**src/rtl/core/cst_pkg.sv**
```systemverilog
// shared types and constants of the csv stream tokenizer
package cst_pkg;

  localparam logic [7:0] ChSpace = 8'h20;
  localparam logic [7:0] ChQuote = 8'h22;
  localparam logic [7:0] ChCr    = 8'h0D;
  localparam logic [7:0] ChLf    = 8'h0A;
  localparam logic [7:0] SeparatorReset = 8'd44;

  localparam int unsigned QueueDepth = 4;
  localparam int unsigned QueuePtrW  = $clog2(QueueDepth);

  typedef enum logic [1:0] {
    EV_DATA  = 2'd0,
    EV_FIELD = 2'd1,
    EV_ROW   = 2'd2
  } event_kind_e;

  typedef struct packed {
    logic [7:0] in_byte;
    logic       stream_end;
  } in_beat_t;

  typedef struct packed {
    event_kind_e event_kind;
    logic [7:0]  out_byte;
    logic        last_of_run;
  } out_beat_t;

  // one classified input byte: one or two events to play out
  typedef struct packed {
    logic [1:0]  n_ev;
    event_kind_e kind0;
    event_kind_e kind1;
    logic [7:0]  data;
  } cmd_t;

endpackage

```
**src/rtl/core/csv_stream_tokenizer.sv**
```systemverilog
// top level of the csv stream tokenizer
// One byte (or end-of-stream marker) is taken per cycle while full is low; the front end
// classifies it at once and files zero, one or two events into a four-entry command queue.
// The back end hands out one event per cycle while pop is high, so a byte that yields a
// doubled quote or a field end with a row end gives two result beats; full rises only
// when the command queue fills. The separator is written through the cfg channel, which
// is always ready, and resets to a comma.
module csv_stream_tokenizer (
  input  logic               clk_i,
  input  logic               rst_ni,
  input  logic               push,
  output logic               full,
  input  cst_pkg::in_beat_t  in_beat_i,
  output logic               empty,
  input  logic               pop,
  output cst_pkg::out_beat_t out_beat_o,
  input  logic               cfg_valid_i,
  output logic               cfg_ready_o,
  input  logic [7:0]         cfg_data_i
);
  import cst_pkg::*;

  logic [7:0] sep_q;
  logic       accept;
  logic       cmd_valid;
  cmd_t       cmd;
  cmd_t       q_data;
  logic       q_rd;
  logic       q_empty;

  assign cfg_ready_o = 1'b1;
  assign accept      = push && !full;

  always_ff @(posedge clk_i or negedge rst_ni) begin
    if (!rst_ni) begin
      sep_q <= SeparatorReset;
    end else if (cfg_valid_i && cfg_ready_o) begin
      sep_q <= cfg_data_i;
    end
  end

  cst_front u_front (
    .clk_i       (clk_i),
    .rst_ni      (rst_ni),
    .accept_i    (accept),
    .beat_i      (in_beat_i),
    .separator_i (sep_q),
    .cmd_valid_o (cmd_valid),
    .cmd_o       (cmd)
  );

  cst_queue u_queue (
    .clk_i   (clk_i),
    .rst_ni  (rst_ni),
    .wr_i    (cmd_valid),
    .wdata_i (cmd),
    .rd_i    (q_rd),
    .rdata_o (q_data),
    .full_o  (full),
    .empty_o (q_empty)
  );

  cst_back u_back (
    .clk_i     (clk_i),
    .rst_ni    (rst_ni),
    .q_empty_i (q_empty),
    .q_data_i  (q_data),
    .q_rd_o    (q_rd),
    .empty_o   (empty),
    .pop_i     (pop),
    .beat_o    (out_beat_o)
  );

  // non-data events carry a zero byte
  a_zero_byte: assert property (@(posedge clk_i) disable iff (!rst_ni)
    !empty && out_beat_o.event_kind != EV_DATA |-> out_beat_o.out_byte == 8'd0)
    else $error("non-data beat with nonzero byte");

  // the second event of a command follows right after the first
  a_second_follows: assert property (@(posedge clk_i) disable iff (!rst_ni)
    !empty && pop && !out_beat_o.last_of_run |=> !empty)
    else $error("second event of a byte went missing");

  // a row end is always the final event of its byte
  a_row_last: assert property (@(posedge clk_i) disable iff (!rst_ni)
    !empty && out_beat_o.event_kind == EV_ROW |-> out_beat_o.last_of_run)
    else $error("row end not last of run");

endmodule

```
**src/rtl/core/cst_front.sv**
```systemverilog
// front end: classifies each input byte and keeps the quote and field flags
module cst_front (
  input  logic              clk_i,
  input  logic              rst_ni,
  input  logic              accept_i,
  input  cst_pkg::in_beat_t beat_i,
  input  logic [7:0]        separator_i,
  output logic              cmd_valid_o,
  output cst_pkg::cmd_t     cmd_o
);
  import cst_pkg::*;

  logic iq_q, iq_d, qp_q, qp_d, fhd_q, fhd_d, rhf_q, rhf_d;

  always_comb begin
    logic       iq_eff;
    logic       plain;
    logic       close_f;
    logic       close_r;
    logic       is_data;
    logic       is_dq;
    logic [7:0] c;
    c       = beat_i.in_byte;
    iq_d    = iq_q;
    qp_d    = qp_q;
    fhd_d   = fhd_q;
    rhf_d   = rhf_q;
    iq_eff  = iq_q;
    plain   = 1'b0;
    close_f = 1'b0;
    close_r = 1'b0;
    is_data = 1'b0;
    is_dq   = 1'b0;

    if (beat_i.stream_end) begin
      qp_d    = 1'b0;
      iq_d    = 1'b0;
      close_f = fhd_q;
      close_r = rhf_q | fhd_q;
    end else if (qp_q) begin
      qp_d = 1'b0;
      if (c == ChQuote) begin
        is_dq = 1'b1;
      end else begin
        iq_eff = 1'b0;
        iq_d   = 1'b0;
        plain  = 1'b1;
      end
    end else begin
      plain = 1'b1;
    end

    if (plain) begin
      if (!fhd_q && c == ChSpace) begin
        is_data = 1'b0;
      end else if (!fhd_q && !iq_eff && c == ChQuote) begin
        iq_d = 1'b1;
      end else if (iq_eff && c == ChQuote) begin
        qp_d = 1'b1;
      end else if (!iq_eff && c == separator_i) begin
        close_f = fhd_q;
      end else if (!iq_eff && (c == ChCr || c == ChLf)) begin
        close_f = fhd_q;
        close_r = rhf_q | fhd_q;
      end else begin
        is_data = 1'b1;
      end
    end

    if (is_data || is_dq) fhd_d = 1'b1;
    if (close_f) begin
      fhd_d = 1'b0;
      rhf_d = 1'b1;
    end
    if (close_r) rhf_d = 1'b0;

    cmd_o.data  = c;
    cmd_o.kind0 = EV_DATA;
    cmd_o.kind1 = EV_DATA;
    cmd_o.n_ev  = 2'd0;
    if (is_dq) begin
      cmd_o.data = ChQuote;
      cmd_o.n_ev = 2'd2;
    end else if (is_data) begin
      cmd_o.n_ev = 2'd1;
    end else if (close_f && close_r) begin
      cmd_o.kind0 = EV_FIELD;
      cmd_o.kind1 = EV_ROW;
      cmd_o.n_ev  = 2'd2;
    end else if (close_f) begin
      cmd_o.kind0 = EV_FIELD;
      cmd_o.n_ev  = 2'd1;
    end else if (close_r) begin
      cmd_o.kind0 = EV_ROW;
      cmd_o.n_ev  = 2'd1;
    end
    cmd_valid_o = accept_i && (cmd_o.n_ev != 2'd0);
  end

  always_ff @(posedge clk_i or negedge rst_ni) begin
    if (!rst_ni) begin
      iq_q  <= 1'b0;
      qp_q  <= 1'b0;
      fhd_q <= 1'b0;
      rhf_q <= 1'b0;
    end else if (accept_i) begin
      iq_q  <= iq_d;
      qp_q  <= qp_d;
      fhd_q <= fhd_d;
      rhf_q <= rhf_d;
    end
  end

endmodule

```
**src/rtl/core/cst_queue.sv**
```systemverilog
// short command queue between front and back end
module cst_queue (
  input  logic          clk_i,
  input  logic          rst_ni,
  input  logic          wr_i,
  input  cst_pkg::cmd_t wdata_i,
  input  logic          rd_i,
  output cst_pkg::cmd_t rdata_o,
  output logic          full_o,
  output logic          empty_o
);
  import cst_pkg::*;

  localparam logic [QueuePtrW:0] DepthC = (QueuePtrW + 1)'(QueueDepth);

  cmd_t                 mem_q [QueueDepth];
  logic [QueuePtrW-1:0] wp_q, rp_q;
  logic [QueuePtrW:0]   cnt_q;

  assign full_o  = (cnt_q == DepthC);
  assign empty_o = (cnt_q == '0);
  assign rdata_o = mem_q[rp_q];

  always_ff @(posedge clk_i) begin
    if (wr_i) mem_q[wp_q] <= wdata_i;
  end

  always_ff @(posedge clk_i or negedge rst_ni) begin
    if (!rst_ni) begin
      wp_q  <= '0;
      rp_q  <= '0;
      cnt_q <= '0;
    end else begin
      if (wr_i) wp_q <= wp_q + 1'b1;
      if (rd_i) rp_q <= rp_q + 1'b1;
      if (wr_i && !rd_i) begin
        cnt_q <= cnt_q + 1'b1;
      end else if (rd_i && !wr_i) begin
        cnt_q <= cnt_q - 1'b1;
      end
    end
  end

endmodule

```
**src/rtl/core/cst_back.sv**
```systemverilog
// back end: plays out the events of each command, one beat per cycle while pop is high
module cst_back (
  input  logic               clk_i,
  input  logic               rst_ni,
  input  logic               q_empty_i,
  input  cst_pkg::cmd_t      q_data_i,
  output logic               q_rd_o,
  output logic               empty_o,
  input  logic               pop_i,
  output cst_pkg::out_beat_t beat_o
);
  import cst_pkg::*;

  cmd_t cur_q;
  logic cur_valid_q;
  logic idx_q;
  logic last;
  logic advance;

  assign empty_o = !cur_valid_q;
  assign last    = idx_q ? 1'b1 : (cur_q.n_ev == 2'd1);
  assign advance = !cur_valid_q || (pop_i && last);
  assign q_rd_o  = advance && !q_empty_i;

  always_comb begin
    beat_o.event_kind  = idx_q ? cur_q.kind1 : cur_q.kind0;
    beat_o.out_byte    = (beat_o.event_kind == EV_DATA) ? cur_q.data : 8'd0;
    beat_o.last_of_run = last;
  end

  always_ff @(posedge clk_i) begin
    if (q_rd_o) cur_q <= q_data_i;
  end

  always_ff @(posedge clk_i or negedge rst_ni) begin
    if (!rst_ni) begin
      cur_valid_q <= 1'b0;
      idx_q       <= 1'b0;
    end else if (advance) begin
      cur_valid_q <= !q_empty_i;
      idx_q       <= 1'b0;
    end else if (pop_i) begin
      idx_q <= 1'b1;
    end
  end

endmodule

```
**config.mk**
```make
export PLATFORM = sky130hd
export DESIGN_NAME = csv_stream_tokenizer
export DESIGN_NICKNAME = d
export VERILOG_FILES = /design/src/rtl/core/cst_pkg.sv /design/src/rtl/core/csv_stream_tokenizer.sv /design/src/rtl/core/cst_front.sv /design/src/rtl/core/cst_queue.sv /design/src/rtl/core/cst_back.sv
export SDC_FILE = /design/constraint.sdc
export NUM_CORES = 1
export LEC_CHECK = 0
export BUFFER_PORTS_ARGS = -buffer_cell sky130_fd_sc_hd__buf_2
export CAP_MARGIN = 15
export CORE_MARGIN = 2
export CORE_UTILIZATION = 38
export CTS_BUF_LIST = sky130_fd_sc_hd__clkbuf_8
export DETAILED_ROUTE_END_ITERATION = 8
export GPL_TIMING_DRIVEN = 0
export RECOVER_POWER = 25
export SKIP_CTS_REPAIR_TIMING = 1
export SYNTH_ARGS = -nofsm -noshare
export SYNTH_HDL_FRONTEND = slang
export SYNTH_SLANG_ARGS = --single-unit
```
**constraint.sdc**
```tcl
create_clock -name clk_i -period 2.95 [get_ports clk_i]
set_input_delay 0.4425 -clock clk_i [delete_from_list [all_inputs] [get_ports clk_i]]
set_output_delay 0.4425 -clock clk_i [all_outputs]
set_load 0.05 [all_outputs]
```
* Yosys cells after proc, flatten, opt, wreduce, memory -nomap -nowiden
Memory sizes are Yosys's and may differ from the RTL's. A register that Yosys moved wholly into a read port is not among the register bits.
Index checks and enable logic that the tools add are counted.
** Cells by class
- Multiply operators :: 0
- Shift-type cells :: 0
- Add/sub/neg operators :: 4
- Equal/unequal tests :: 7
- Magnitude comparators :: 0
- Multiplexer cells :: 59
- Reduce and logical (&&, ||, !) cells :: 32
- Divide/modulo/power cells :: 0
- Bitwise logic cells :: 1
** Operators with widths (number)
- $mux W1 :: 46
- $eq A8 B4 Y1 const B :: 2
- $eq A8 B6 Y1 const B :: 2
- $mux W8 :: 2
- $logic_and A1 B1 Y1 :: 13
- $mux W3 :: 4
- $mux W4 :: 3
- $reduce_bool A2 Y1 :: 5
- $eq A8 B8 Y1 :: 1
- $mux W2 :: 4
- $logic_not A1 Y1 :: 7
- $add A2 B1 Y2 const B :: 2
- $reduce_and A2 Y1 :: 2
- $add A3 B1 Y3 const B :: 1
- $eq A3 B3 Y1 const B :: 1
- $logic_not A3 Y1 :: 1
- $logic_or A1 B1 Y1 :: 3
- $sub A3 B1 Y3 const B :: 1
- $eq A2 B1 Y1 const B :: 1
- $logic_not A2 Y1 :: 1
- $or A1 B1 Y1 :: 1
** Storage, ports and cells
- RAM bits :: 56
- Output and inout bits :: 14
- Bits in latches :: 0
- Bits in read-only memories :: 0
- Memories :: 1
- Register bits :: 21
** Memories
- u_queue.mem_q :: depth 4, width 14, read ports 1, clocked after Yosys merged registers in 1, write ports 1, RTL line cst_queue.sv:16 : cmd_t mem_q [QueueDepth];

* Longest topological paths before layout
Gate-level depths: netlist of run 1.
- Word-level depth :: 23
- Gate-level depth with buffers :: 16

* Modules after synthesis
Synthesis of run 1 repeated with hierarchy kept, for this count alone.
** Unflattened totals
- Cell total of the unflattened synthesis :: 253
- Area total of the unflattened synthesis :: 4110.2 µm²
** By module, submodules not included
- cst_queue :: cells an instance 107, area an instance 2446.1 µm², times used 1, sequential area each 1856.8 µm²
- cst_front :: cells an instance 87, area an instance 693.2 µm², times used 1, sequential area each 100.1 µm²
- cst_back :: cells an instance 39, area an instance 618.1 µm², times used 1, sequential area each 470.5 µm²
- csv_stream_tokenizer :: cells an instance 20, area an instance 352.8 µm², times used 1, sequential area each 203.9 µm²

* Least setup slack after synthesis of run 1
Ideal clock, no wire load.
- Path type :: input to register
- From :: input in_beat_i[2] (netlist name)
- To :: register u_queue.cnt_q[1]
- Path slack :: -0.396 ns
- Library setup time :: 0.125 ns
- Stages :: 13
- Arrival :: 3.221 ns
- Required time :: 2.825 ns
- Cell sequence :: buf_4 -> xor2_1 -> nor4_1 -> a221oi_1 -> o22ai_1 -> inv_1 -> ha_1 -> a31oi_1 -> a21oi_1 -> ha_1 -> inv_1 -> fa_1 -> mux2_2
** Between the ends
- Longest elaborated chain between the ends :: 22
** RTL lines
- from (decl) :: RTL line csv_stream_tokenizer.sv:13 : input cst_pkg::in_beat_t in_beat_i,
- $eq A8 B6 Y1 :: RTL line cst_front.sv:42, cst_front.sv:56, cst_front.sv:58
- $mux W1 :: RTL line cst_front.sv:42 : if (c == ChQuote) begin
- $mux W1 :: RTL line cst_front.sv:40 : end else if (qp_q) begin
- $mux W1 :: RTL line cst_front.sv:35 : if (beat_i.stream_end) begin
- $logic_not A1 Y1 :: RTL line cst_front.sv:56, cst_front.sv:60, cst_front.sv:62
- $logic_and A1 B1 Y1 :: RTL line cst_front.sv:62 : end else if (!iq_eff && (c == ChCr || c == ChLf)) begin
- $mux W1 :: RTL line cst_front.sv:62
- $mux W1 :: RTL line cst_front.sv:60 : end else if (!iq_eff && c == separator_i) begin
- [... 7 more ...]
- $mux W2 :: RTL line cst_front.sv:84 : end else if (is_data) begin
- $mux W2 (*) :: RTL line cst_front.sv:81 : if (is_dq) begin
- $reduce_bool A2 Y1 (*) :: RTL line cst_front.sv:97 : cmd_valid_o = accept_i && (cmd_o.n_ev != 2'd0);
- $logic_and A1 B1 Y1 (*) :: RTL line cst_front.sv:97
- net cmd_valid :: RTL line csv_stream_tokenizer.sv:25 : logic cmd_valid;
- $logic_not A1 Y1 :: RTL line cst_queue.sv:38 : end else if (rd_i && !wr_i) begin
- $logic_and A1 B1 Y1 :: RTL line cst_queue.sv:38
- $reduce_bool A2 Y1 (no line)
- to (signal assigned) :: RTL line cst_queue.sv:37 : cnt_q <= cnt_q + 1'b1;
- to (signal assigned) :: RTL line cst_queue.sv:39 : cnt_q <= cnt_q - 1'b1;
- to (decl) :: RTL line cst_queue.sv:18 : logic [QueuePtrW:0] cnt_q;
Mark *: on every way through the listed nets, which the timed path passes. The rest lies on a longest branch.
A chain may end at the register's enable or synchronous reset.

* Worst setup path in the final report of run 1
- From :: register sep_q[5]
- To :: register u_queue.cnt_q[2]
** Between the ends
- Longest elaborated chain between the ends :: 17
** RTL lines
- from (decl) :: RTL line csv_stream_tokenizer.sv:23 : logic [7:0] sep_q;
- from (signal assigned) :: RTL line csv_stream_tokenizer.sv:36 : sep_q <= SeparatorReset;
- from (signal assigned) :: RTL line csv_stream_tokenizer.sv:38 : sep_q <= cfg_data_i;
- $eq A8 B8 Y1 (*) :: RTL line cst_front.sv:60
- $logic_and A1 B1 Y1 (*) :: RTL line cst_front.sv:60
- $mux W1 :: RTL line cst_front.sv:60
- $mux W1 :: RTL line cst_front.sv:58 : end else if (iq_eff && c == ChQuote) begin
- $mux W1 :: RTL line cst_front.sv:56 : end else if (!fhd_q && !iq_eff && c == ChQuote) begin
- $mux W1 :: RTL line cst_front.sv:54 : if (!fhd_q && c == ChSpace) begin
- $mux W1 :: RTL line cst_front.sv:53 : if (plain) begin
- $mux W3 :: RTL line cst_front.sv:93 : end else if (close_r) begin
- [... 2 more ...]
- $mux W2 (*) :: RTL line cst_front.sv:84
- $mux W2 (*) :: RTL line cst_front.sv:81
- $reduce_bool A2 Y1 (*) :: RTL line cst_front.sv:97
- $logic_and A1 B1 Y1 (*) :: RTL line cst_front.sv:97
- net cmd_valid :: RTL line csv_stream_tokenizer.sv:25
- $logic_not A1 Y1 :: RTL line cst_queue.sv:38
- $logic_and A1 B1 Y1 :: RTL line cst_queue.sv:38
- $reduce_bool A2 Y1 (no line)
Marks and branches as above.

==> results of run 1 <==
area by class of cell:
type                    count  area [um2]
fillers                   888        5190
flip-flops and latches     86        2480
multi-input cells         135        1370
repair buffers             41         238
well taps                 133         166
clock buffers               9         124
plain buffers              17        86.3
clock inverters             7        76.3
inverters                  11        43.8
registers in the layout (all words and copies together), names as in the netlist:
name	count
u_back.cur_valid_q	1
u_front.fhd_q	1
u_queue.mem_q	52
u_back.idx_q	1
u_queue.wp_q	2
u_queue.rp_q	2
u_back.cur_q	13
u_front.qp_q	1
u_queue.cnt_q	3
u_front.iq_q	1
sep_q	8
u_front.rhf_q	1
power groups by stage:
stage	clock (uW)	sequential, uW	combinational [uW]
after floorplan	0	1840	1240
after global placement	0	1880	1530
after detailed placement	0	1880	1600
after CTS	828	1850	1600
after global routing	878	1900	1790
final	801	1850	1630
synth_stat cells (all sizes together) (3+ instances only):
library cell  instances
xor2                 11
inv                  11
ha                    8
dfrtp                18
nand2                15
nor2                  8
edfxtp               65
buf                   5
mux4                 13
clkbuf               11
o21ai                 5
mux2                 11
nor2b                 3
dfstp                 3
nor3                  4
and3                  5
and2                  9
a21oi                 7
o2111ai               3
logic make-up after synthesis:
group,synth area share [%]
adders and majority gates,3.14
xor gates and xnor gates,2.98
DFF,65.0
muxes,10.9
buffers and inverters,3.24
other,0.0982
and+or+nand+nor,8.29
AOI/OAI and AO/OA,6.39
worst max-delay path: cells and delay by family, from the launching register on:
| kind | cells | cell delay [ps] |
|---|---|---|
| fa+ha+maj | 3 | 850 |
| flops | 1 | 560 |
| compound gates | 4 | 500 |
| xor+xnor | 3 | 350 |
| buf+inv | 4 | 330 |
| simple gates | 2 | 320 |
path summary, 6_finish.rpt:
check | startpoint | end | slack [ps] | cells past startpoint
setup reg to reg | sep_q[5] | u_queue.cnt_q[2] | -30 | 16
min in group asynchronous | rst_ni | u_queue.rp_q[0] | 320 | 1
setup / recovery | sep_q[5] | u_queue.cnt_q[2] | -30 | 16
hold / removal | cfg_data_i[0] | sep_q[0] | 310 | 2
max in group asynchronous | rst_ni | sep_q[1] | 1900 | 1
hold reg to reg | u_queue.cnt_q[2] | u_queue.cnt_q[2] | 490 | 1
through the flow:
step           setup WS (ps)  hold WS (ps)  total power (uW)  setup TNS [ps]
6_report               -33.1           313              4290            -130
5_1_grt                 -216           297              4560           -2820
4_1_cts                 -399          63.8              4280           -9710
3_5_place_dp            -620           459              3480          -22300
3_3_place_gp            -784           450              3410          -41640
2_1_floorplan          -48.0           147              3080           -79.5
metal layers:
layer	up-vias	share of wire, %
met5	-	0
met4	0	2.0
met1	1038	45
met2	44	49
li1	1027	-
met3	10	3.5
==> flow_summary.yaml, run 1 <==
placement:
  dpl.hpwl_mm: 4.69
  dpl-instance-area_mm2: 0.00426
  numPortBuffers: 32
  numPlacedInstances: 419
  gp_congestion: 0.733
grt:
  grtUsageTotal_pct: 12.5
  met3_usage_pct: 2.51
  grt_pass1_vias: 2081
  grt_pass1_wl_mm: 10.5
  antenna_found_initial: 0
  gr-usage-met2_pct: 20.3
  top_usage_layer: "met2"
  grt-ovfl-total: 0
  met1_usage_pct: 16.0
  grt_max_degree: 22
timing:
  layout_setup_ws_ps: -33.1
  post-route-period-util_pct: 101
  drv_slew: 0
  rsz0062_at_grt: "yes"
  setup_viol: 8
  final_hold_viol_count: 0
  relSlewSlack_pct: 17.8
  fin_crit_ps: 2980
  worst_pin_slew_ps: 1230
  clock.fmax_mhz: 335
  final.setup_skew_ps: 8.18
setup_path:
  path_max_fanout: 6
  worstPathArrival_ps: 3270
  endpoint_kind: "flop"
  path_class: "reg -> reg"
  worstPathCellList: "xor2_2 -> nor4_2 -> buf_4 -> a221oi_4 -> o22ai_2 -> inv_2 -> ha_4 -> inv_4 -> o21a_4 -> a21oi_4 -> ha_2 -> inv_2 -> fa_2 -> xor2_1 -> nor2_1 -> xor2_1"
  cp.required_ps: 3240
  critical_path.max_stage_delay_ps: 560
  slowest_stage: "dfstp_2"
  crit_path_start_kind: "flop"
layout:
  postLayoutCoreUtil_pct: 46.9
  final_cells: 439
  diodes: 0
  synthToLayoutAreaGrowth_pct: 19.9
  final_cell_area_mm2: 0.00458
  nets: 332
  drive_gt1_share_pct: 38.6
  mostFrequentLayoutCells: "edfxtp_1, buf_2, dfrtp_1, nand2_1, clkbuf_1"
  final_common_cell: "edfxtp_1"
synth:
  synth_edf_count: 65
  syn_nets: 280
  synth-seq-area-share_pct: 65.0
  synth_top_area_share_pct: 51.1
  synth_area_leaders: "edfxtp_1, dfrtp_1, mux4_2, mux2_2, ha_1"
  yosysUniqueCellTypes: 50
  yosys_warnings: 0
  ys_async_sr_fraction_pct: 24.4
  synth.cell_area_mm2: 0.00382
  yosysTopAreaCell: "edfxtp_1"
  ys_ff_latch: 86
  ys.flop_type: "edfxtp_1"
  avgSynthCellArea_um2: 15.3
  netlist_instances: 249
route:
  vias: 2119
  drc_errors: 0
  wl_per_cell_um: 14.6
  wl_mm: 6.39
  dr.pass1.iters: 4
  via_per_inst: 4.83
  dr.first_iter.drc_count: 60
  ant_nets: 0
clock_network:
  ctsHtreeMaxLevel: 3
  cts_sinks: 86
  clockRootBuffer: "clkbuf_8"
  cts_tree: "yes"
  clk_pin_slew_worst_paths_ps: 90
  clk_latency_ps: 360
  cts.path.max_buffers: 2
  cts_made_buffers: 9
power:
  clockPowerShare_pct: 18.7
  ir_worst_vdd_mv: 0.285
  intPower_uw: 2680
  p_switching_uw: 1600
  power.share.combinational_pct: 38.1
  p_leak_uw: 0.00169
  seqPwrFrac_pct: 43.3
  powerDensity_mw_per_mm2: 935
  p_sw_share_pct: 37.3
run:
  maxCapViolations: 0
floorplan:
  num_rows: 36
  start_util_pct: 39.1
  die_w_um: 104
  die-area_mm2: 0.0109
  coreArea_mm2: 0.00977
  num_io_pins: 36
  die_h_um: 104
worst_hold_path:
  hp-class: "in -> reg"
status:
  violations: "setup timing"
  status: "finished, violations left"
Note: power is estimated with default switching activity, not from simulation.
==> run 2: changes to the inputs <==
Settings changed: SYNTH_HIERARCHICAL set to 1.
==> run 2 against run 1 <==
The run still ends with setup timing left; global-route usage about the same; core utilization down 0.37 points; critical path depth down 6; synthesized cell count up 1.6%; sequential power up 4%; register-to-register slack worse by 220 ps; first-iteration DRC count up 63%; combinational power down 6%; critical path type unchanged; largest cell class unchanged; highest routed layer unchanged.
==> flow_summary.yaml, run 2 <==
timing:
  timing.hold.ws_ps: 305
  drv_slew: 0
  fin_tns_setup_ps: -448
  layout_setup_ws_ps: -253
  final_hold_viol_count: 0
  fin_crit_ps: 3200
  worst_pin_slew_ps: 1290
  relSlewSlack_pct: 14.1
  setup_viol: 2
  rsz0062_at_grt: "yes"
  post-route-period-util_pct: 109
  clock.fmax_mhz: 312
  final.setup_skew_ps: 13.1
grt:
  grt_pass1_wl_mm: 10.7
  grt_pass1_vias: 2065
  grt-ovfl-total: 0
  grt_max_degree: 22
  antenna_found_initial: 0
  grtUsageTotal_pct: 12.5
power:
  p_sw_share_pct: 33.6
  intPower_uw: 2930
  power.share.combinational_pct: 35.0
  p_leak_uw: 0.00184
  clockPowerShare_pct: 21.1
  ir_worst_vdd_mv: 0.365
  powerDensity_mw_per_mm2: 910
  seqPwrFrac_pct: 43.9
  p_switching_uw: 1480
setup_path:
  reg2reg_from: "sep_q[6]"
  path_max_fanout: 4
  endpoint_kind: "flop"
  cpLargestDelayFamily: "adder cells"
  critical_path.max_stage_delay_ps: 480
  worstPathArrival_ps: 3440
  crit_path_start_kind: "flop"
  worstPathCellList: "xor2_1 -> nor4_2 -> nand2_1 -> a311oi_2 -> ha_1 -> o41a_1 -> ha_2 -> inv_2 -> fa_1 -> mux2_2"
  r2r_setup_slack_ps: -250
  path_class: "reg -> reg"
  cp.required_ps: 3180
  slowest_stage: "o41a_1"
  path_buf_inv: 1
  reg2reg_depth: 10
  reg2reg_to: "u_queue/cnt_q[1]"
route:
  wl_mm: 6.89
  dr.pass1.iters: 5
  ant_nets: 0
  drc_errors: 0
  wl_per_cell_um: 15.3
  dr.first_iter.drc_count: 98
  via_per_inst: 4.82
  vias: 2162
placement:
  place_ws_ps: -573
  dpl.hpwl_mm: 4.56
  dpl-instance-area_mm2: 0.00449
  numPortBuffers: 32
  gp_congestion: 0.758
clock_network:
  clk_latency_ps: 350
  clk_pin_slew_worst_paths_ps: 80
  cts_sinks: 91
  cts_made_buffers: 9
  ctsHtreeMaxLevel: 3
  cts_tree: "yes"
  clockRootBuffer: "clkbuf_8"
  cts.path.max_buffers: 2
synth:
  ys_async_sr_fraction_pct: 23.1
  synth-seq-area-share_pct: 64.0
  synth_top_area_share_pct: 51.1
  ys_ff_latch: 91
  yosys_warnings: 6
  ys.flop_type: "edfxtp_1"
  netlist_instances: 253
  synth_area_leaders: "edfxtp_1, dfrtp_1, mux4_2, mux4_1, mux2_4"
  synth.cell_area_mm2: 0.00411
  yosysMostFrequentCell: "edfxtp_1"
  yosysUniqueCellTypes: 57
  yosysTopAreaCell: "edfxtp_1"
  avgSynthCellArea_um2: 16.2
  synthTopCellsByCount: "edfxtp_1, dfrtp_1, inv_1"
  syn_nets: 284
  synth_edf_count: 70
floorplan:
  die_h_um: 108
  die-area_mm2: 0.0117
  start_util_pct: 39.5
  die_w_um: 108
  num_io_pins: 36
  coreArea_mm2: 0.0104
  num_rows: 37
layout:
  mostFrequentLayoutCells: "edfxtp_1, buf_2, dfrtp_1, buf_4, inv_1"
  fillers: 928
  postLayoutCoreUtil_pct: 46.5
  largest_register_ffs: 56
  top_regs: "u_queue/mem_q (56), u_back/cur_q (14), sep_q (8)"
  synthToLayoutAreaGrowth_pct: 17.9
  final_cell_area_mm2: 0.00484
  final_common_cell: "edfxtp_1"
  largest-register: "u_queue/mem_q"
  nets: 339
  diodes: 0
  drive_gt1_share_pct: 37.7
status:
  status: "finished, violations left"
  violations: "setup timing"
worst_hold_path:
  hp-class: "in -> reg"
  hold_path_depth: 2
  worstHoldStart: "pop"
  worstHoldEndpoint: "u_back/idx_q"
run:
  maxCapViolations: 0
[run 2: cell types whose count changed in the layout (fill, tap and decap cells not counted), moves of 6 or more]
cell      previous run  this run
and2_1               8         0
buf_4                7        15
mux2_2              11         3
mux2_4               0         8
nor2b_1              3        11
clkbuf_1            15         9
inv_1                8        14
mux4_1               0         6
nand2_1             15         9
[run 2: worst max-delay path by stage]
stage | start | to | depth (start not counted)
finish | sep_q[6] | u_queue/cnt_q[1] | 10
global route | sep_q[0] | u_queue/cnt_q[1] | 10
CTS | u_front/qp_q | u_queue/cnt_q[1] | 12
detailed placement | in_beat_i[8] | u_queue/cnt_q[1] | 11
global placement | in_beat_i[8] | u_queue/cnt_q[1] | 11
floorplan | in_beat_i[2] | u_queue/cnt_q[1] | 12
[run 2: through the flow]
stage,cells,total power (uW)
finish,449,4410
global route,449,4670
CTS,438,4420
detailed placement,422,3480
global placement,421,3430
floorplan,253,3100
[run 2: cell families (layout without fill, tap and decap cells)]
| logic type | after synthesis | in the layout | share of synthesized area [%] |
|---|---|---|---|
| compound gates | 30 | 30 | 5.91 |
| xor+xnor | 14 | 14 | 2.98 |
| fa+ha+maj | 9 | 9 | 2.92 |
| buf+inv | 32 | 92 | 4.35 |
| flops | 91 | 91 | 64.0 |
| mux | 26 | 26 | 12.2 |
| other cells | 2 | 2 | 0.183 |
| simple gates | 49 | 49 | 7.43 |
[run 2: per-layer routing]
metal | track usage [%] | routed length, um | vias up
met4 | 6.32 | 123 | 0
li1 | - | - | 1046
met3 | 2.17 | 215 | 8
met1 | 16.5 | 3250 | 1068
met5 | 0 | 0 | -
met2 | 20.0 | 3300 | 40
[run 2: area by class of cell]
type	instances	area [um2]	share of cell area, %
clock buffer	10	138	2.84
tap	136	170	3.51
multi-input combinational	130	1380	28.6
inverter	14	52.6	1.08
buffer	17	115	2.38
sequential	91	2630	54.3
clock inverter	6	88.8	1.83
timing repair buffer	45	264	5.45
[run 2: power by group through the flow]
stage               clock [uW]  sequential (uW)  combinational [uW]
global placement             0             1960                1460
global route              1020             1980                1670
CTS                        968             1940                1510
floorplan                    0             1920                1180
finish                     932             1930                1540
detailed placement           0             1970                1510
